### src/rtl/lmw_pkg.sv
// ---------------------------------------------------------------------------
// lmw_pkg
// Shared constants, types and helpers of the local maximum hit finder.
// ---------------------------------------------------------------------------
`timescale 1ns / 1ps

package lmw_pkg;

  // Field widths
  localparam int SAMPLE_W = 24;
  localparam int ENERGY_W = 27;
  localparam int TIME_W   = 10;

  // Record and window geometry
  localparam int RECORD_LENGTH = 1024;
  localparam int HALF_WINDOW   = 3;
  localparam int WIN_LEN       = 2 * HALF_WINDOW + 1;
  localparam int IDX_W         = $clog2(RECORD_LENGTH + 1);

  // Window sum is built as pair sums in the front, finished in the back
  localparam int NPART  = (WIN_LEN + 1) / 2;
  localparam int PART_W = SAMPLE_W + 1;
  localparam int SUM_W  = SAMPLE_W + $clog2(WIN_LEN);
  localparam int SAT_W  = (SUM_W > ENERGY_W) ? SUM_W : ENERGY_W;

  // Queue depths (powers of two, pointers wrap naturally)
  localparam int Q_DEPTH   = 4;
  localparam int Q_PTR_W   = $clog2(Q_DEPTH);
  localparam int Q_CNT_W   = $clog2(Q_DEPTH + 1);
  localparam int OUT_DEPTH = 4;
  localparam int OUT_PTR_W = $clog2(OUT_DEPTH);
  localparam int OUT_CNT_W = $clog2(OUT_DEPTH + 1);

  // Energy limits and threshold reset value (10.0 in Q.8)
  localparam logic signed [ENERGY_W-1:0] E_MAX = {1'b0, {(ENERGY_W-1){1'b1}}};
  localparam logic signed [ENERGY_W-1:0] E_MIN = {1'b1, {(ENERGY_W-1){1'b0}}};
  localparam logic signed [ENERGY_W-1:0] THRESHOLD_RESET = ENERGY_W'(2560);

  typedef logic signed [PART_W-1:0] part_t;

  // One tested maximum on its way to the threshold stage
  typedef struct packed {
    logic [TIME_W-1:0]      centre;
    part_t [NPART-1:0]      parts;
  } cand_t;

  // Candidate request between front, queue and back
  typedef struct packed {
    logic  valid;
    cand_t cand;
  } cand_req_t;

  // One finished hit
  typedef struct packed {
    logic [TIME_W-1:0]          hit_time;
    logic signed [ENERGY_W-1:0] hit_energy;
  } hit_t;

  // Clamp a window sum to the energy range
  function automatic logic signed [ENERGY_W-1:0] sat_energy(
    input logic signed [SUM_W-1:0] s
  );
    logic signed [SAT_W-1:0] v;
    v = SAT_W'(s);
    if (v > SAT_W'(E_MAX)) begin
      return E_MAX;
    end else if (v < SAT_W'(E_MIN)) begin
      return E_MIN;
    end else begin
      return ENERGY_W'(v);
    end
  endfunction

endpackage

### src/rtl/lmw_front.sv
// ---------------------------------------------------------------------------
// lmw_front
// Sample delay line, record index, local maximum test and pair sums.
// ---------------------------------------------------------------------------
`timescale 1ns / 1ps

module lmw_front (
  input  logic                              clk,
  input  logic                              rst,
  input  logic                              push,
  input  logic signed [lmw_pkg::SAMPLE_W-1:0] sample,
  input  logic                              record_start,
  input  logic [lmw_pkg::Q_CNT_W-1:0]       q_count,
  output logic                              full,
  output lmw_pkg::cand_req_t                q_push
);
  import lmw_pkg::*;

  logic signed [SAMPLE_W-1:0] window [WIN_LEN];  // [0] newest
  logic [IDX_W-1:0]           sample_index;
  logic                       f1_valid;
  logic [TIME_W-1:0]          f1_centre;
  logic                       accept;
  logic [IDX_W-1:0]           idx_cur;
  logic                       is_max;
  cand_t                      cand;

  // Hold off requests while the queue plus the test stage could overflow
  assign full   = ({1'b0, q_count} + (Q_CNT_W+1)'(f1_valid)) >= (Q_CNT_W+1)'(Q_DEPTH);
  assign accept = push && !full;
  assign idx_cur = record_start ? '0 : sample_index;

  // Delay line
  always_ff @(posedge clk) begin
    if (accept) begin
      window[0] <= sample;
      for (int k = 1; k < WIN_LEN; k++) begin
        window[k] <= window[k-1];
      end
    end
  end

  // Record index; saturates at the record length until the next start
  always_ff @(posedge clk) begin
    if (rst) begin
      sample_index <= '0;
      f1_valid     <= 1'b0;
    end else begin
      f1_valid <= 1'b0;
      if (accept && (idx_cur < IDX_W'(RECORD_LENGTH))) begin
        sample_index <= idx_cur + 1'b1;
        f1_valid     <= idx_cur >= IDX_W'(2 * HALF_WINDOW);
      end
    end
  end

  always_ff @(posedge clk) begin
    if (accept) begin
      f1_centre <= TIME_W'(idx_cur - IDX_W'(HALF_WINDOW));
    end
  end

  // Local maximum test and pair sums on the full window
  always_comb begin
    is_max      = 1'b1;
    cand.centre = f1_centre;
    for (int k = 0; k < WIN_LEN; k++) begin
      if (window[HALF_WINDOW] < window[k]) begin
        is_max = 1'b0;
      end
    end
    for (int p = 0; p < NPART; p++) begin
      if (2 * p + 1 < WIN_LEN) begin
        cand.parts[p] = PART_W'(window[2*p]) + PART_W'(window[2*p+1]);
      end else begin
        cand.parts[p] = PART_W'(window[2*p]);
      end
    end
  end

  assign q_push.valid = f1_valid && is_max;
  assign q_push.cand  = cand;

endmodule

### src/rtl/lmw_cand_queue.sv
// ---------------------------------------------------------------------------
// lmw_cand_queue
// Short queue of local maximum candidates between front and back.
// ---------------------------------------------------------------------------
`timescale 1ns / 1ps

module lmw_cand_queue (
  input  logic                        clk,
  input  logic                        rst,
  input  lmw_pkg::cand_req_t          push_req,
  input  logic                        pop,
  output lmw_pkg::cand_req_t          head,
  output logic [lmw_pkg::Q_CNT_W-1:0] count
);
  import lmw_pkg::*;

  cand_t              mem [Q_DEPTH];
  logic [Q_PTR_W-1:0] wr_ptr;
  logic [Q_PTR_W-1:0] rd_ptr;
  logic               do_pop;

  // Front never pushes into a full queue (credit held there)
  assign do_pop = pop && (count != '0);

  always_ff @(posedge clk) begin
    if (push_req.valid) begin
      mem[wr_ptr] <= push_req.cand;
    end
  end

  always_ff @(posedge clk) begin
    if (rst) begin
      wr_ptr <= '0;
      rd_ptr <= '0;
      count  <= '0;
    end else begin
      if (push_req.valid) begin
        wr_ptr <= wr_ptr + 1'b1;
      end
      if (do_pop) begin
        rd_ptr <= rd_ptr + 1'b1;
      end
      case ({push_req.valid, do_pop})
        2'b10:   count <= count + 1'b1;
        2'b01:   count <= count - 1'b1;
        default: count <= count;
      endcase
    end
  end

  assign head.valid = count != '0;
  assign head.cand  = mem[rd_ptr];

endmodule

### src/rtl/lmw_back.sv
// ---------------------------------------------------------------------------
// lmw_back
// Window sum, threshold test and result queue.
// ---------------------------------------------------------------------------
`timescale 1ns / 1ps

module lmw_back (
  input  logic                                clk,
  input  logic                                rst,
  input  lmw_pkg::cand_req_t                  head,
  output logic                                q_pop,
  input  logic signed [lmw_pkg::ENERGY_W-1:0] threshold,
  input  logic                                pop,
  output logic                                empty,
  output logic [lmw_pkg::TIME_W-1:0]          hit_time,
  output logic signed [lmw_pkg::ENERGY_W-1:0] hit_energy
);
  import lmw_pkg::*;

  logic                       s1_valid;
  logic [TIME_W-1:0]          s1_time;
  logic signed [ENERGY_W-1:0] s1_energy;
  logic signed [SUM_W-1:0]    sum;
  hit_t                       mem [OUT_DEPTH];
  logic [OUT_PTR_W-1:0]       wr_ptr;
  logic [OUT_PTR_W-1:0]       rd_ptr;
  logic [OUT_CNT_W-1:0]       out_count;
  logic                       room;
  logic                       out_push;
  logic                       out_pop;

  // Take a candidate only if the result queue has a slot for it
  assign room  = ({1'b0, out_count} + (OUT_CNT_W+1)'(s1_valid)) < (OUT_CNT_W+1)'(OUT_DEPTH);
  assign q_pop = head.valid && room;

  // Finish the window sum
  always_comb begin
    sum = '0;
    for (int p = 0; p < NPART; p++) begin
      sum = sum + SUM_W'($signed(head.cand.parts[p]));
    end
  end

  always_ff @(posedge clk) begin
    if (rst) begin
      s1_valid <= 1'b0;
    end else begin
      s1_valid <= q_pop;
    end
  end

  always_ff @(posedge clk) begin
    if (q_pop) begin
      s1_time   <= head.cand.centre;
      s1_energy <= sat_energy(sum);
    end
  end

  // Threshold test, strictly greater
  assign out_push = s1_valid && (s1_energy > threshold);
  assign out_pop  = pop && !empty;

  // Result queue
  always_ff @(posedge clk) begin
    if (out_push) begin
      mem[wr_ptr] <= '{hit_time: s1_time, hit_energy: s1_energy};
    end
  end

  always_ff @(posedge clk) begin
    if (rst) begin
      wr_ptr    <= '0;
      rd_ptr    <= '0;
      out_count <= '0;
    end else begin
      if (out_push) begin
        wr_ptr <= wr_ptr + 1'b1;
      end
      if (out_pop) begin
        rd_ptr <= rd_ptr + 1'b1;
      end
      case ({out_push, out_pop})
        2'b10:   out_count <= out_count + 1'b1;
        2'b01:   out_count <= out_count - 1'b1;
        default: out_count <= out_count;
      endcase
    end
  end

  assign empty      = out_count == '0;
  assign hit_time   = mem[rd_ptr].hit_time;
  assign hit_energy = mem[rd_ptr].hit_energy;

endmodule

### src/rtl/local_max_window_sum_hit_finder.sv
// ---------------------------------------------------------------------------
// local_max_window_sum_hit_finder
// Finds local maxima over a 7-sample window and reports those whose window
// sum exceeds a programmable threshold.
// ---------------------------------------------------------------------------
// Usage:
//   Input queue side: drive sample/record_start with push; a request is taken
//   when push is high and full is low. record_start marks a record's first
//   sample. One sample per cycle is sustained while full stays low.
//   Result queue side: while empty is low, hit_time/hit_energy show the oldest
//   hit; pop takes it. At most one hit per sample.
//   A hit belongs to the sample that completes its window (three samples after
//   the centre) and reaches the result ports through the test stage, candidate
//   queue, sum stage and result queue.
//   Throughput is one sample per cycle while full is low, set by the delay line
//   that shifts once per request; full rises only when both queues back up.
//   When pop stays low, the result queue (4 deep) fills, then the candidate
//   queue (4 deep), then full rises; nothing is dropped.
//   cfg_write/cfg_data load the signed Q.8 threshold (reset 10.0); write it
//   only while the block is idle.
//   rst (synchronous) empties both queues and starts a new record.
// ---------------------------------------------------------------------------
`timescale 1ns / 1ps

module local_max_window_sum_hit_finder (
  input  logic                                clk,
  input  logic                                rst,
  input  logic                                push,
  output logic                                full,
  input  logic signed [lmw_pkg::SAMPLE_W-1:0] sample,
  input  logic                                record_start,
  output logic                                empty,
  input  logic                                pop,
  output logic [lmw_pkg::TIME_W-1:0]          hit_time,
  output logic signed [lmw_pkg::ENERGY_W-1:0] hit_energy,
  input  logic                                cfg_write,
  input  logic signed [lmw_pkg::ENERGY_W-1:0] cfg_data
);
  import lmw_pkg::*;

  logic signed [ENERGY_W-1:0] hit_threshold;
  cand_req_t                  q_push;
  cand_req_t                  q_head;
  logic [Q_CNT_W-1:0]         q_count;
  logic                       q_pop;

  // Threshold register
  always_ff @(posedge clk) begin
    if (rst) begin
      hit_threshold <= THRESHOLD_RESET;
    end else if (cfg_write) begin
      hit_threshold <= cfg_data;
    end
  end

  lmw_front u_front (
    .clk          (clk),
    .rst          (rst),
    .push         (push),
    .sample       (sample),
    .record_start (record_start),
    .q_count      (q_count),
    .full         (full),
    .q_push       (q_push)
  );

  lmw_cand_queue u_queue (
    .clk      (clk),
    .rst      (rst),
    .push_req (q_push),
    .pop      (q_pop),
    .head     (q_head),
    .count    (q_count)
  );

  lmw_back u_back (
    .clk        (clk),
    .rst        (rst),
    .head       (q_head),
    .q_pop      (q_pop),
    .threshold  (hit_threshold),
    .pop        (pop),
    .empty      (empty),
    .hit_time   (hit_time),
    .hit_energy (hit_energy)
  );

endmodule

### config.mk
export PLATFORM = sky130hd
export DESIGN_NAME = local_max_window_sum_hit_finder
export DESIGN_NICKNAME = d
export VERILOG_FILES = /design/src/rtl/lmw_pkg.sv /design/src/rtl/lmw_front.sv /design/src/rtl/lmw_cand_queue.sv /design/src/rtl/lmw_back.sv /design/src/rtl/local_max_window_sum_hit_finder.sv
export SDC_FILE = /design/constraint.sdc
export NUM_CORES = 1
export LEC_CHECK = 0
export BUFFER_PORTS_ARGS = -buffer_cell sky130_fd_sc_hd__buf_2
export CAP_MARGIN = 10
export CORE_ASPECT_RATIO = 1.2
export CORE_MARGIN = 2
export CORE_UTILIZATION = 55
export CTS_CLUSTER_DIAMETER = 120
export DETAILED_ROUTE_END_ITERATION = 7
export MAX_ROUTING_LAYER = met4
export PLACE_DENSITY = 0.74
export SETUP_SLACK_MARGIN = 0.05
export SYNTH_ARGS = -nofsm -noshare
export SYNTH_HDL_FRONTEND = slang
export SYNTH_HIERARCHICAL = 1
export SYNTH_SLANG_ARGS = --single-unit
### constraint.sdc
create_clock -name clk -period 6.77 [get_ports clk]
set_clock_uncertainty 0.1 [all_clocks]
set_input_delay 0.3385 -clock clk [delete_from_list [all_inputs] [get_ports clk]]
set_output_delay 0.3385 -clock clk [all_outputs]
set_load 0.1 [all_outputs]
==> out/metrics.csv <==
metric,value,unit
outcome,"complete, no violations",
finalSetupViolCount,0,
die_width,252.8,um
layout_commonest_cell,edfxtp_1,
postSynthCellCount,2708,
drt_pass1_iterations,5,
hp-start,record_start,
ctsResizeCount,0,
wl_per_cell,21.63,um
use_met1,0.2884,
vias_per_cell,5.810,
cap_violations,0,
clock_path_buffers,3,
synth_nets,3096,
fin_crit_sh,0.7424,
hold_viol_final,0,
drt_iter0_drc,2027,
ys_async_sr_fraction,0,
p_sw,2.631,mW
grt.total_usage,0.2354,
grt_remaining_overflow,0,
port-buffer-count,95,
grt.busiest_layer,met2,
cp.arrival,5.31,ns
hold_end,u_front/f1_valid,
r2r_setup_slack,1.74,ns
worstSetupPathType,reg2reg,
grt_pass1_vias,24500,
cts-root-buf,clkbuf_16,
use_met3,0.03011,
powerDensity,256.1,nW/um^2
drtAntennaViolNets,0,
nNetsFinal,3305,
p_int,9.123,mW
worstSetupEndpointType,register,
ctsHoldBuffers,51,
ys_warn_count,6,
p_leak,17.38,nW
min_period,5.026,ns
ir_worst_vdd,0.1791,mV
final_layout_size_suffix_gt1_frac,0.1489,
clkPwrFrac,0.416,
cts_setup_buffers,0,
yosysSeqAreaShare,0.6189,
start_kind,register,
vias,22850,
dpl-instance-area,42490,um^2
drc_errors,0,
max-slew-margin-rel,0.2842,
hold_depth,2,
use_met2,0.4072,
worst-path-max-fanout,34,
synth.distinct_cells,83,
io_pins,96,
synth-seq-cells,861,
cts_num_sinks,861,
finalMaxSlewViolations,0,
clk_pin_slew,0.06,ns
gp_congestion,0.8597,
synthesis.area,40840,um^2
die_h,302.5,um
grt_max_degree,144,
h-tree-depth,3,
clock.fmax,199.0,MHz
synth.avg_cell_area,15.08,um^2
numCtsBuffers,86,
swShare,0.2238,
fillers,5218,
detail_route.wirelength,85050,um
tns,0,ns
mostFrequentLayoutCells,"edfxtp_1 (803), inv_1 (382), ha_1 (275)",
core-area,73650,um^2
synthFlopType,edfxtp_1,
r2r_cells,13,
worstPathRequired,7.05,ns
die_area,76460,um^2
synth_edf_count,803,
worstReg2RegEnd,u_back/s1_energy[25],
fin_area,45900,um^2
share_seq_of_total_power,0.514,
tightest_slew,1.074,ns
cts_tree,done,
p_total,11.75,mW
clock_latency,0.64,ns
synthToLayoutAreaGrowth,12.39,%
grt_pass1_wl,133300,um
antenna_found_initial,3,
start_util,0.5545,
rsz0062_at_grt,false,
hpwl,58290,um
std_cell_rows,109,
hp-class,in2reg,
p_comb_frac,0.070,
power groups by stage:
stage	Clock, mW	Combinational, mW	Sequential, mW
floorplan	0	0.524	6.12
global placement	0	0.755	6.15
detailed placement	0	0.793	6.15
CTS	4.98	0.823	6.04
global route	5.17	0.919	6.05
finish	4.89	0.828	6.04
worst max-delay path, stage by stage, from the launching register on:
cell	delay [ns]
dfxtp_4	0.80
buf_4	0.34
mux4_2	0.51
inv_1	0.09
fa_1	0.44
fa_1	0.53
fa_1	0.48
nor2b_1	0.20
o2111ai_1	0.20
a211o_2	0.38
a31oi_4	0.23
and4_1	0.24
nor3_1	0.06
xnor2_1	0.12
synth_stat cells, types with 6 or more instances:
cell,number,share of area
mux4_2,147,0.081
and3_1,15,0.0023
a31oi_1,12,0.0018
buf_2,17,0.0021
nand2_1,57,0.0052
nand4_1,22,0.0034
edfxtp_1,803,0.59
or3_1,7,0.0011
nor3_1,28,0.0034
ha_1,275,0.084
clkbuf_1,19,0.0017
o211ai_1,16,0.0029
mux2i_1,32,0.0078
buf_6,13,0.0036
a221o_1,6,0.0015
nor2b_1,23,0.0035
nand3_1,22,0.0027
o2111ai_1,6,0.0013
fa_1,56,0.027
nand2b_1,20,0.0031
xor2_1,37,0.0079
a2111oi_0,6,0.0013
a21oi_1,120,0.015
nor4_1,7,0.0011
o21a_1,24,0.0044
and4_1,6,0.0013
and2_1,13,0.0020
nor2_1,139,0.013
o21bai_1,15,0.0028
o21ai_0,61,0.0075
a21o_1,67,0.012
a211oi_1,15,0.0028
dfxtp_1,58,0.028
inv_1,382,0.035
xnor2_1,60,0.013
metal layers:
metal / share of wire / vias up
li1: - / 10530
met1: 0.41 / 11560
met2: 0.51 / 610
met3: 0.048 / 156
met4: 0.028 / 0
met5: 0 / -
state kept, by name (all words and copies together) (netlist names), named ones only:
name and flops:
u_front/sample_index 11, u_back/s1_time 10, u_back/s1_valid 1, u_front/f1_centre 10, u_front/f1_valid 1, u_front/window 168
u_back/rd_ptr 2, u_queue/rd_ptr 2, u_back/s1_energy 27, hit_threshold 27, u_back/out_count 3, u_back/mem 148
u_queue/count 3, u_queue/mem 440, u_queue/wr_ptr 2, u_back/wr_ptr 2
how the worst max path moves through the flow:
stage | depth (start not counted) | slack [ns] | end | startpoint
after floorplan | 10 | 1.14 | u_queue/mem[0][0] | u_front/window[3][15]
after global placement | 13 | 1.81 | u_back/s1_energy[25] | register
after detailed placement | 13 | 1.71 | u_back/s1_energy[21] | register
after CTS | 13 | 1.70 | u_back/s1_energy[25] | register
after global routing | 13 | 1.45 | u_back/s1_energy[21] | register
final | 13 | 1.74 | u_back/s1_energy[25] | register
layout make-up:
class	count	area [um^2]	area share
Clock inverter	58	638.1	0.01390
Antenna cell	2	5.005	0.0001090
Timing Repair Buffer	175	1266	0.02759
Clock buffer	101	2261	0.04926
Inverter	382	1434	0.03124
Sequential cell	861	25280	0.5508
Tap cell	943	1180	0.02571
Multi-Input combinational cell	1411	13830	0.3014
logic make-up (layout without fill, tap and decap cells):
kind of cell	Yosys count	count (layout)	share of synthesized area
mux	181	181	0.08964
other cells	0	2	0
xor+xnor	97	97	0.02080
flops	861	861	0.6189
compound gates	416	416	0.06814
simple gates	386	386	0.04697
buf+inv	436	716	0.04387
fa+ha+maj	331	331	0.1117
per-stage QoR:
step                setup WS, ns  std cells    util  hold WS [ns]
floorplan                  1.139       2708       -        0.3076
global placement           1.812       3721  0.5769        0.3591
detailed placement         1.715       3721  0.5769        0.3621
CTS                        1.699       3931  0.6232       0.02482
global route               1.454       3931  0.6232       0.08993
finish                     1.744       3933  0.6233       0.06857
(Power assumes the default switching activity.)
